## config.mk

```make
export PLATFORM = sky130hd
export DESIGN_NAME = lpr_cell
export DESIGN_NICKNAME = d
export VERILOG_FILES = /design/src/hw/rtl/lpr_pkg.sv /design/src/hw/rtl/lpr_cell.sv
export SDC_FILE = /design/constraint.sdc
export NUM_CORES = 1
export LEC_CHECK = 0
export ABC_AREA = 1
export ABC_CLOCK_PERIOD_IN_PS = 6000
export BUFFER_PORTS_ARGS = -buffer_cell sky130_fd_sc_hd__buf_4
export CORE_ASPECT_RATIO = 1.25
export CORE_MARGIN = 1
export CORE_UTILIZATION = 40
export CTS_CLUSTER_DIAMETER = 30
export DETAILED_ROUTE_END_ITERATION = 6
export PLACE_DENSITY = 0.65
export SLEW_MARGIN = 5
export SYNTH_ARGS = -nofsm -noshare
export SYNTH_HDL_FRONTEND = slang
export SYNTH_SLANG_ARGS = --single-unit
```

## constraint.sdc

```tcl
create_clock -name i_clk -period 6 [get_ports i_clk]
set_input_delay 1.2 -clock i_clk [delete_from_list [all_inputs] [get_ports i_clk]]
set_output_delay 1.2 -clock i_clk [all_outputs]
set_load 0.02 [all_outputs]
```

## src/hw/rtl/lpr_pkg.sv

```systemverilog
// Package for the IPv4 longest-prefix route engine.
// Holds the beat that walks the cell chain, op and status codes and the prefix mask helper.
// No dependencies.
package lpr_pkg;

    localparam int LPR_ROUTES     = 64;
    localparam int LPR_INTERFACES = 8;

    localparam logic OP_ADD   = 1'b0;
    localparam logic OP_ROUTE = 1'b1;

    localparam logic [2:0] ST_FORWARDED = 3'd0;
    localparam logic [2:0] ST_TTL_EXP   = 3'd1;
    localparam logic [2:0] ST_NO_ROUTE  = 3'd2;
    localparam logic [2:0] ST_ADDED     = 3'd3;
    localparam logic [2:0] ST_FULL      = 3'd4;

    // One beat in flight along the chain: the item plus what the cells have found so far.
    typedef struct packed {
        logic        vld;
        logic        op;
        logic [31:0] addr;       // prefix for add, destination for route
        logic [5:0]  len;        // saturated prefix length (add)
        logic        hop_given;
        logic [31:0] hop;
        logic [2:0]  port;       // already reduced to the interface count
        logic [7:0]  ttl;
        logic        hit;        // duplicate seen (add) or match found (route)
        logic        placed;     // entry written (add)
        logic [5:0]  best_len;
        logic        best_direct;
        logic [31:0] best_hop;
        logic [2:0]  best_port;
    } t_beat;

    // High-order mask of len ones; len 0 gives all zero, 32 gives all ones.
    function automatic logic [31:0] top_mask(input logic [5:0] len);
        top_mask = ~(32'hFFFF_FFFF >> len);
    endfunction

endpackage

```

## src/hw/rtl/lpr_cell.sv

```systemverilog
// One route table entry of the longest-prefix engine plus its beat stage.
// Compares the passing beat against its entry and hands the beat on through its beat register.
// Depends on lpr_pkg.
module lpr_cell (
    input  logic           i_clk,
    input  logic           i_rst_n,
    input  lpr_pkg::t_beat i_beat,
    output lpr_pkg::t_beat o_beat
);

    logic           r_valid;
    logic [31:0]    r_prefix;
    logic [5:0]     r_len;
    logic           r_direct;
    logic [31:0]    r_hop;
    logic [2:0]     r_port;
    lpr_pkg::t_beat r_beat;

    lpr_pkg::t_beat n_beat;
    logic           n_write;
    logic           w_match;

    assign w_match = r_valid &&
                     (((i_beat.addr ^ r_prefix) & lpr_pkg::top_mask(r_len)) == 32'd0);

    always_comb begin
        n_beat  = i_beat;
        n_write = 1'b0;
        if (i_beat.vld) begin
            if (i_beat.op == lpr_pkg::OP_ADD) begin
                if (r_valid && r_prefix == i_beat.addr && r_len == i_beat.len) begin
                    n_beat.hit = 1'b1;
                end else if (!r_valid && !i_beat.hit && !i_beat.placed) begin
                    // first free slot, and no duplicate can sit beyond it
                    n_write       = 1'b1;
                    n_beat.placed = 1'b1;
                end
            end else begin
                // strictly longer wins, so the earlier entry keeps a tie
                if (w_match && (!i_beat.hit || r_len > i_beat.best_len)) begin
                    n_beat.hit         = 1'b1;
                    n_beat.best_len    = r_len;
                    n_beat.best_direct = r_direct;
                    n_beat.best_hop    = r_hop;
                    n_beat.best_port   = r_port;
                end
            end
        end
    end

    always_ff @(posedge i_clk) begin
        if (!i_rst_n) begin
            r_valid    <= 1'b0;
            r_beat.vld <= 1'b0;
        end else begin
            if (n_write) begin
                r_valid <= 1'b1;
            end
            r_beat <= n_beat;
        end
    end

    always_ff @(posedge i_clk) begin
        if (n_write) begin
            r_prefix <= i_beat.addr;
            r_len    <= i_beat.len;
            r_direct <= ~i_beat.hop_given;
            r_hop    <= i_beat.hop;
            r_port   <= i_beat.port;
        end
    end

    assign o_beat = r_beat;

endmodule

```

==> impl_results.md, run 1 <==
- Outcome: finished, final reports clean
- Grt met1 use: 0.1911
- Clock transition at path regs: approximately 50 ps
- Hold Path End: r_valid
- RePlAce Congestion: ~0.87
- First-pass GRT wire length: 28.78 mm
- Largest net degree at the start of global routing: 74
- Met2 Use GR: 0.3281
- Worst reg2reg endpoint: o_beat[19]
- Post-synth top flop: edfxtp_1
- Minimum clock period: around 3600 ps
- Worst setup path class: flip-flop to flip-flop
- HPWL after detailed placement: about 13 mm
- WL/cell: between 15 and 20 um
- Mean Syn Cell Area: 11.95 um2
- Hold_sp: r_valid
- Largest delay contributor family on the critical path: simple AND/OR/NAND/NOR gates
- Initial Utilization: 0.4080
- RSZ-0062 raised after global routing: false
- Critical Path Start: r_len[4]
- Class of the worst hold path: flip-flop to flip-flop
- IO Pins: roughly 260
- Clock Latency Late Sink: roughly 500 ps
- Routing usage on met3: 0.04336
- Setup TNS: 0 ps
- YS warnings: 0
- Max Cap Violations: 0
- Most frequent cells in the layout: buf_4, nand2_1, edfxtp_1
- CTS tree: built
- Worst-path cell chain: nor2_4 -> nand2_1 -> nor2_1 -> nor2_1 -> nor2_1 -> nand2_1 -> nor2_1 -> nand2_1 -> nor2_4 -> nand2_4 -> nand2_1 -> nand2_1
- CP bufs+invs: 0
- FMAX: 0.2755 GHz
- Final nets: approximately 1100
- Total power density per cell area: between 300 and 400 nW/um2
- Vias per cell: ~4.5
- Cells after Synth: 689
- Mapped Nets: slightly above 800
- R2R Setup Slk: 2370 ps
- Post-synth ARST share: 0
- Worst vdd ir: approximately 190 uV
- Reg-to-reg startpoint: r_len[4]
- Routed via count: ~5800
- GR peak layer: met2
- Dpl cells: 1202
- #FFs+latches synth: around 200
- FILL cells: around 1700
- Post-cts hold buffer count: 0
- Area Overhead vs Synth: 42.25%
- CP peak stage delay: slightly below 800 ps
- Die Area: 21160 um2
- Tcrit/Tclk final: 0.6050
- Synth unique cells: 28
- Required time of the critical path: approximately 6300 ps
- Placeable Area: 20170 um2
- CP endpoint kind: flip-flop
- Vias in the first global route: between 5000 and 6000
- Remaining DRCs: 0
- H-tree levels: 2
- Leakage: roughly 5.2 nW
- DIE WIDTH: between 100 and 150 um
- Post CTS Setup Buffer Count: 0
- Detailed Route WL: roughly 19 mm
- Antenna violations before repair: 0
- Slew margin rel.: 0.3021
- Final core occ: 0.5803
- Hold Path Depth: 1
- Layout cells sized above 1: 0.3307
- Synth Cell Area: slightly above 8000 um2
- Post-cts resize count: 0
- Final setup vio count: 0
- Crit path max fanout: 43
- Sequential area share after synthesis: 0.7382
- Pwr Total: between 0.004 and 0.005 W
- DRT iter0 DRCs: between 200 and 300
- Critical path arrival: slightly below 4000 ps
- Worst-Margin Slew: ~1000 ps
- Die Height: ~160 um
- Total Routing Usage GR: 0.1815
- Final worst clock skew: 11.29 ps
- Global route total overflow: 0
- Antenna diode count: 0
- CTS sink cnt: between 200 and 250
- Clock root buffer: clkbuf_16
- Post-synth EDFFs: about 200
- Detailed Routing Iterations Pass 1: 4
- Crit path top cell by count: nand2_1
- Antenna Nets Post-Route: 0
- Final hold violations: 0
- CTS max path bufs: 3
- Fin cells: between 1000 and 1500
- Critical-path top delay cell: nor2_4
- Worst Setup Start Kind: flip-flop
- CTS Buf Count: 38
- Worst R2R Path Depth: 12
- IO Port Bufs: 257
- Commonest non-fill, non-tap cell in the layout: buf_4
- Max-slew violations: 0
- # rows: 58
[metal layers]
metal  up-vias  wire length [um]
met5         -                 0
met4         0               894
met3        57              1343
met2       225              9962
met1      2588              6985
li1       2881                 -
[where the power goes]
| part | switching (W) | leakage (nW) | internal [W] |
|---|---|---|---|
| combinational | 0.000204 | 2.69 | 0.000161 |
| sequential | 0.0000229 | 1.93 | 0.00165 |
| clock | 0.000709 | 0.623 | 0.00142 |
| total | 0.000937 | 5.24 | 0.00323 |
[cell type report]
class | count | area [um2] | area share
multi-input combinational | 389 | 1738 | 0.1484
timing repair buffer | 260 | 1956 | 0.1670
sequential | 203 | 6076 | 0.5190
clock buffer | 41 | 983.4 | 0.08400
inverter | 80 | 300.3 | 0.02565
tap | 270 | 337.8 | 0.02886
clock inverter | 28 | 316.6 | 0.02704
[through the flow]
step | hold slack (ps) | setup slack (ps) | cell area (um2)
final | 527.1 | 2370 | 11710
after global routing | 554.4 | 2024 | 11710
after CTS | 530.6 | 2271 | 11710
after detailed placement | 519.7 | 1941 | 10410
after global placement | 504.1 | 2007 | 10410
after floorplan | 470.4 | 757.6 | 8230
[worst max-delay path by stage]
stage                  to  slack (ps)  cells after the start
2_1_floorplan    r_direct         760                      4
3_3_place_gp   o_beat[13]        2010                     14
3_5_place_dp   o_beat[25]        1940                     14
4_1_cts         o_beat[0]        2270                     12
5_1_grt         o_beat[4]        2020                     12
6_report       o_beat[19]        2370                     12
[cells in the mapped netlist, types with 2 or more instances]
library cell / instances / area share
nand2_1: 245 / 0.11
nand3_1: 75 / 0.046
buf_6: 4 / 0.0055
dfxtp_1: 2 / 0.0049
edfxtp_1: 201 / 0.73
buf_4: 6 / 0.0055
or2_2: 2 / 0.0015
ha_1: 6 / 0.0091
inv_1: 78 / 0.036
nand4_1: 4 / 0.0030
nor2_4: 2 / 0.0027
xor2_1: 3 / 0.0032
xnor2_1: 8 / 0.0085
buf_2: 6 / 0.0036
nor2_1: 34 / 0.016
[registers in the layout, indices dropped and copies added, names as in the netlist]
register,count
o_beat,128
r_hop,32
r_prefix,32
r_len,6
r_port,3
r_direct,1
r_valid,1
[logic make-up after synthesis]
family	count (synthesis)	synth area share
xor+xnor	11	0.01171
fa+ha+maj	6	0.009121
simple gates	368	0.1864
buf+inv	97	0.05153
flops	203	0.7382
compound gates	4	0.003040
Note: power is estimated with default switching activity, not from simulation.
==> run 2: changes to the inputs <==
--- a/config.mk
+++ b/config.mk
@@ -5,15 +5,15 @@
 export SDC_FILE = /design/constraint.sdc
 export NUM_CORES = 1
 export LEC_CHECK = 0
-export ABC_AREA = 1
-export ABC_CLOCK_PERIOD_IN_PS = 6000
+export ABC_AREA = 0
+export ABC_CLOCK_PERIOD_IN_PS = 3060
 export BUFFER_PORTS_ARGS = -buffer_cell sky130_fd_sc_hd__buf_4
 export CORE_ASPECT_RATIO = 1.25
 export CORE_MARGIN = 1
 export CORE_UTILIZATION = 40
 export CTS_CLUSTER_DIAMETER = 30
 export DETAILED_ROUTE_END_ITERATION = 6
-export PLACE_DENSITY = 0.65
+export PLACE_DENSITY = 0.68
 export SLEW_MARGIN = 5
 export SYNTH_ARGS = -nofsm -noshare
 export SYNTH_HDL_FRONTEND = slang
==> constraint.sdc (replaced) <==
create_clock -name i_clk -period 3.06 [get_ports i_clk]
set_input_delay 0.612 -clock i_clk [delete_from_list [all_inputs] [get_ports i_clk]]
set_output_delay 0.612 -clock i_clk [all_outputs]
set_load 0.02 [all_outputs]
==> impl_results.md, run 2 <==
- Commonest non-fill, non-tap cell in the layout: buf_4
- Worst setup margin: 121.3 ps (-2249 ps)
- Die Height: 158.6 um (-2.4%)
- Placement-stage cell area: 10120 um2 (-2.8%)
- Area Overhead vs Synth: 43.33%
- Top cell type by total area after synthesis: edfxtp_1
- Outcome: finished, final reports clean
- RSZ-0062 raised after global routing: false
- Post-cts hold buffer count: 0 (unchanged)
- Top-count cell post-synth: edfxtp_1
- Worst Setup Start Kind: flip-flop
- Largest net degree at the start of global routing: 56 (-24%)
- Gate power share: 0.095 (+0.007)
- Largest cells by area after synthesis: edfxtp_1, mux2_4, xnor2_1
- Routed via count: 4767 (-17%)
- Clock root buffer: clkbuf_16
- Leakage: 4.541 nW (-13%)
- First-pass GRT wire length: 25.92 mm (-9.9%)
- CTS max path bufs: 3 (unchanged)
- Synth Cell Area: 7843 um2 (-4.7%)
- Mean Syn Cell Area: 19.36 um2 (+62%)
- Post-synth top flop: edfxtp_1
- Mapped Nets: 541 (-34%)
- Final nets: 836 (-25%)
- Tcrit/Tclk final: 0.9604 (+0.3554)
- Most frequent cells in the layout: buf_4, edfxtp_1, mux2_4
- Synth top area share: 0.7696 (+0.03627)
- Worst vdd ir: 442.1 uV (+130%)
- Clock Power Share: 0.475 (-0.035)
- Max Cap Violations: 0 (unchanged)
- HPWL after detailed placement: 12.37 mm (-7.3%)
- Layout cells sized above 1: 0.5165 (+0.1859)
- Die Area: 20170 um2 (-4.6%)
- Switching share of total power: 0.2348 (+0.009939)
- Critical path arrival: 3170 ps (-710 ps)
- Remaining DRCs: 0 (unchanged)
- H-tree levels: 2 (unchanged)
- Post-cts resize count: 0 (unchanged)
- FMAX: 0.3403 GHz (+24%)
- #FFs+latches synth: 203 (unchanged)
- Post-synth EDFFs: 201 (unchanged)
- Detailed Routing Iterations Pass 1: 4 (unchanged)
- Antenna Nets Post-Route: 0 (unchanged)
- Max-slew violations: 0 (unchanged)
- RePlAce Congestion: 0.9785 (+13%)
- Antenna violations before repair: 0 (unchanged)
- Cells after Synth: 405 (-41%)
- Final worst clock skew: 21.60 ps (+10.31 ps)
- Max reg flops: 128 (unchanged)
- DRT iter0 DRCs: 219 (-23%)
- Placeable Area: 18990 um2 (-5.9%)
- Antenna diode count: 0 (unchanged)
- Clock Latency Late Sink: 500 ps (about the same)
- Internal cell power: 0.005855 W (+81%)
- Slew margin rel.: 0.4853 (+0.1832)
- CTS Buf Count: 34 (-11%)
- Minimum clock period: 2939 ps (-691.1 ps)
- CP endpoint kind: flip-flop
- Post CTS Setup Buffer Count: 0 (unchanged)
- Global route total overflow: 0 (unchanged)
- IO Pins: 258 (unchanged)
- Vias per cell: 4.830 (+6.7%)
- IO Port Bufs: 257 (unchanged)
- Class of the worst hold path: input pin to flip-flop
- Vias in the first global route: 4931 (-12%)
- Worst setup path class: flip-flop to flip-flop
- Required time of the critical path: 3290 ps (-2960 ps)
- Crit path max fanout: 41 (-4.7%)
- YS warnings: 0 (unchanged)
- Initial Utilization: 0.4130 (+0.005057)
- Total power density per cell area: 680.6 nW/um2 (+91%)
- CTS sink cnt: 203 (unchanged)
- Final instance area: 11240 um2 (-4.0%)
- Synth unique cells: 42 (+50%)
- Detailed Route WL: 17.42 mm (-9.2%)
- CTS tree: built
- Clock transition at path regs: 50 ps (about the same)
- Top cells by count, synth: edfxtp_1, mux2_4, xnor2_1, inv_1, a21oi_1
- Total Routing Usage GR: 0.1705 (-0.01104)
- Worst-Margin Slew: 772.0 ps (-272.3 ps)
- # rows: 56 (-3.4%)
- Final setup vio count: 0 (unchanged)
- Part of the power in registers: 0.430 (+0.028)
- Sequential area share after synthesis: 0.7747 (+0.03651)
- WL/cell: 17.65 um (+17%)
- Final hold violations: 0 (unchanged)
- Pre-CTS setup slack: 53.39 ps (-1887 ps)
- Psw: 0.001796 W (+92%)
- DIE WIDTH: 127.2 um (-2.3%)
- Post-synth ARST share: 0 (unchanged)
[run 2: changes by cell type in the layout (fill, tap and decap cells not counted), moves of 21 or more]
cell,previous run,this run
nand2_1,245,8
nand3_1,75,7
inv_1,78,13
mux2_4,0,35
nor2_1,33,6
xnor2_1,8,29
[run 2: critical path, stage by stage, from the launching register on]
cell and delay, ps:
edfxtp_1 600, nor4_2 490, o22ai_1 180, nor4_2 160, o2111ai_1 170, a2111o_2 510, buf_12 230, mux2_4 320
[run 2: metrics by stage]
step                      power (W)  TNS [ps]  std cells    util  hold WS (ps)
after floorplan            0.003632    -38230        405       -         524.6
after global placement     0.004059         0        925  0.5330         528.0
after detailed placement   0.004076         0        925  0.5330         532.9
after CTS                  0.007751         0        987  0.5920         271.0
after global routing       0.007915         0        987  0.5920         279.5
final                      0.007651         0        987  0.5920         299.6
[run 2: layer usage]
layer,vias up,global-route usage,share of wire
met2,234,0.3082,0.53
met4,0,0.08163,0.037
li1,2201,-,-
met3,46,0.04637,0.070
met1,2286,0.1854,0.36
met5,-,0,0
[run 2: cells by family (layout without fill, tap and decap cells)]
| logic type | after synthesis | after routing | synth area share |
|---|---|---|---|
| XOR/XNOR | 39 | 39 | 0.04355 |
| flip-flops | 203 | 203 | 0.7747 |
| AO/OA/AOI/OAI | 43 | 43 | 0.03765 |
| buffers and inverters | 25 | 346 | 0.02297 |
| AND/OR/NAND/NOR | 47 | 47 | 0.03510 |
| multiplexers | 42 | 42 | 0.07642 |
| adder cells (fa/ha/maj) | 6 | 6 | 0.009572 |
[run 2: final timing paths]
path / start / end / slack [ps] / cells after the start
setup reg to reg: r_len[5] / o_beat[13] / 120 / 7
hold / removal: i_beat[44] / o_beat[44] / 300 / 1
setup / recovery: r_len[5] / o_beat[13] / 120 / 7
hold reg to reg: r_hop[23] / o_beat[26] / 540 / 1
[run 2: power by group through the flow]
stage | logic [W] | clock network, W | registers (W)
after floorplan | 0.000115 | 0 | 0.00352
after global placement | 0.000722 | 0 | 0.00334
after detailed placement | 0.000734 | 0 | 0.00334
after CTS | 0.000737 | 0.00373 | 0.00329
after global routing | 0.000771 | 0.00384 | 0.00330
final | 0.000728 | 0.00364 | 0.00329
[run 2: final cells by class]
cell class                      count  area, um2
Clock buffer                       36      858.3
Clock inverter                     26      261.5
Fill cell                        1489       7747
Inverter                           13      48.80
Multi-Input combinational cell    177       1610
Sequential cell                   203       6076
Tap cell                          261      326.6
Timing Repair Buffer              271       2059
==> run 3: changes to the inputs <==
--- a/config.mk
+++ b/config.mk
@@ -13,7 +13,7 @@
 export CORE_UTILIZATION = 40
 export CTS_CLUSTER_DIAMETER = 30
 export DETAILED_ROUTE_END_ITERATION = 6
-export PLACE_DENSITY = 0.68
+export PLACE_DENSITY = 0.64
 export SLEW_MARGIN = 5
 export SYNTH_ARGS = -nofsm -noshare
 export SYNTH_HDL_FRONTEND = slang
==> impl_results.md, run 3 (synthesis gave the netlist of run 2 again) <==
- Outcome: finished, final reports clean
- Post-cts resize count: 0 (unchanged)
- Worst vdd ir: 471.1 uV (+6.6%)
- Tcrit/Tclk final: 0.9401 (-0.02023)
- Final hold violations: 0 (unchanged)
- Initial Utilization: 0.4130 (unchanged)
- Minimum clock period: 2877 ps (-61.90 ps)
- Total Routing Usage GR: 0.1748 (+0.004346)
- Placeable Area: 18990 um2 (unchanged)
- Psw: 0.001791 W (-0.27%)
- IO Port Bufs: 257 (unchanged)
- Total power density per cell area: 716.7 nW/um2 (+5.3%)
- R2R Setup Slk: 180 ps (+60 ps)
- Dpl cells: 926 (+0.11%)
- CP endpoint kind: flip-flop
- Worst setup path class: flip-flop to flip-flop
- Clock root buffer: clkbuf_16
- HPWL after detailed placement: 12.86 mm (+4.0%)
- Part of the power in registers: 0.400 (-0.030)
- CTS max path bufs: 3 (unchanged)
- Worst-Margin Slew: 571.6 ps (-200.4 ps)
- Antenna Nets Post-Route: 0 (unchanged)
- Global route total overflow: 0 (unchanged)
- Slew margin rel.: 0.6189 (+0.1336)
- Switching share of total power: 0.2176 (-0.01721)
- Vias per cell: 4.778 (-1.1%)
- CTS tree: built
- Worst Hold Margin: 295.4 ps (-4.200 ps)
- Leakage: 4.643 nW (+2.2%)
- Max-slew violations: 0 (unchanged)
- CP endpoint: o_beat[3]
- FMAX: 0.3476 GHz (+2.2%)
- Largest net degree at the start of global routing: 76 (+36%)
- Clock Latency Late Sink: 500 ps (about the same)
- Crit path max fanout: 22 (-46%)
- H-tree levels: 2 (unchanged)
- Critical Path Stages: 8 (+1)
- Critical Path Start: r_len[2]
- Final instance area: 11490 um2 (+2.2%)
- Antenna violations before repair: 0 (unchanged)
- Internal cell power: 0.006443 W (+10%)
- Fin cells: 995 (+0.81%)
- CTS sink cnt: 203 (unchanged)
- Die Height: 158.6 um (unchanged)
- First-pass GRT wire length: 26.49 mm (+2.2%)
- RSZ-0062 raised after global routing: false
- WL/cell: 17.96 um (+1.8%)
- Class of the worst hold path: input pin to flip-flop
- Max reg flops: 128 (unchanged)
- Remaining DRCs: 0 (unchanged)
- Commonest non-fill, non-tap cell in the layout: buf_4
- Final setup vio count: 0 (unchanged)
- Worst R2R Path Depth: 8 (+1)
- CP bufs+invs: 2 (+1)
- Register area: 6076 um2 (unchanged)
- RePlAce Congestion: 0.8787 (-10%)
- Worst-path cell chain: buf_12 -> nor4_2 -> o22ai_1 -> nor4_2 -> o2111ai_1 -> a2111o_2 -> buf_12 -> mux2_4
- IO Pins: 258 (unchanged)
- CTS Buf Count: 38 (+12%)
- Detailed Route WL: 17.87 mm (+2.6%)
- Largest delay contributor family on the critical path: compound AO/OA/AOI/OAI gates
- Critical path arrival: 3110 ps (-60 ps)
- Max Cap Violations: 0 (unchanged)
- Area Overhead vs Synth: 46.49%
- Post-cts hold buffer count: 0 (unchanged)
- Reg-to-reg startpoint: r_len[2]
- Worst Setup Start Kind: flip-flop
- FILL cells: 1451 (-2.6%)
- Clock transition at path regs: 50 ps (about the same)
- Worst reg2reg endpoint: o_beat[3]
- Clock Power Share: 0.512 (+0.037)
- CP peak stage delay: 550 ps (-50 ps)
- DRT iter0 DRCs: 206 (-5.9%)
- Die Area: 20170 um2 (unchanged)
- Final worst clock skew: 12.83 ps (-8.770 ps)
- Layout cells sized above 1: 0.5177 (+0.001182)
- Most frequent cells in the layout: buf_4, edfxtp_1, clkbuf_16
- Detailed Routing Iterations Pass 1: 4 (unchanged)
- Antenna diode count: 0 (unchanged)
- Critical-path top delay cell: a2111o_2
- Required time of the critical path: 3300 ps (about the same)
- Gate power share: 0.089 (-0.006)
- Area of the multi-input gates: 1610 um2 (unchanged)
- DIE WIDTH: 127.2 um (unchanged)
- # rows: 56 (unchanged)
- Placement-stage cell area: 10170 um2 (+0.48%)
- Post CTS Setup Buffer Count: 0 (unchanged)
- Final nets: 841 (+0.60%)
- Routed via count: 4754 (-0.27%)
- Vias in the first global route: 5102 (+3.5%)
-- run 3: cell count changes in the layout (fill, tap and decap cells not counted), moves of 3 or more --
| cell | delta |
|---|---|
| clkbuf_16 | +5 |
| clkinv_4 | -3 |
| bufinv_16 | +4 |
| buf_4 | -3 |
| clkinvlp_4 | +4 |
| buf_12 | +3 |
| inv_6 | -6 |
-- run 3: worst register-to-register path, delay by kind of cell, from the launching register on --
family                 cells  cell delay, ps
AOI/OAI and AO/OA          3             910
buffers and inverters      2             390
DFF                        1             450
muxes                      1             340
and+or+nand+nor            2             540
-- run 3: worst min-delay path by stage --
stage / to / start / slack (ps) / cells after the start
6_report: o_beat[51] / i_beat[51] / 300 / 1
5_1_grt: o_beat[79] / i_beat[79] / 270 / 1
4_1_cts: o_beat[51] / i_beat[51] / 270 / 1
3_5_place_dp: o_beat[32] / r_hop[29] / 530 / 1
3_3_place_gp: o_beat[1] / r_port[1] / 530 / 1
2_1_floorplan: o_beat[33] / r_hop[30] / 520 / 1
-- run 3: per-stage QoR --
| step | setup WS [ps] | total power [W] | util | TNS, ps |
|---|---|---|---|---|
| 6_report | 183.2 | 0.008234 | 0.6050 | 0 |
| 5_1_grt | 101.8 | 0.008511 | 0.6050 | 0 |
| 4_1_cts | 201.5 | 0.008336 | 0.6050 | 0 |
| 3_5_place_dp | 96.61 | 0.004082 | 0.5356 | 0 |
| 3_3_place_gp | 143.8 | 0.004068 | 0.5356 | 0 |
| 2_1_floorplan | -510.8 | 0.003632 | - | -38230 |
-- run 3: layout make-up --
class | instances | share of cell area
clock buffer | 43 | 0.08626
clock inverter | 26 | 0.02853
inverter | 13 | 0.004247
multi-input combinational | 177 | 0.1402
sequential | 203 | 0.5289
tap | 261 | 0.02843
timing repair buffer | 272 | 0.1835
-- run 3: metal layers --
layer / up-vias / global-route usage / wire length (um)
met5: - / 0 / 0
met4: 0 / 0.07596 / 453
met3: 29 / 0.06015 / 1557
met2: 254 / 0.3127 / 9215
met1: 2270 / 0.1876 / 6645
li1: 2201 / - / -
-- run 3: power by group through the flow --
stage,logic (W),registers [W],clock network [W]
5_1_grt,0.000774,0.00330,0.00443
4_1_cts,0.000740,0.00329,0.00430
2_1_floorplan,0.000115,0.00352,0
6_report,0.000730,0.00329,0.00421
3_5_place_dp,0.000738,0.00334,0
3_3_place_gp,0.000728,0.00334,0
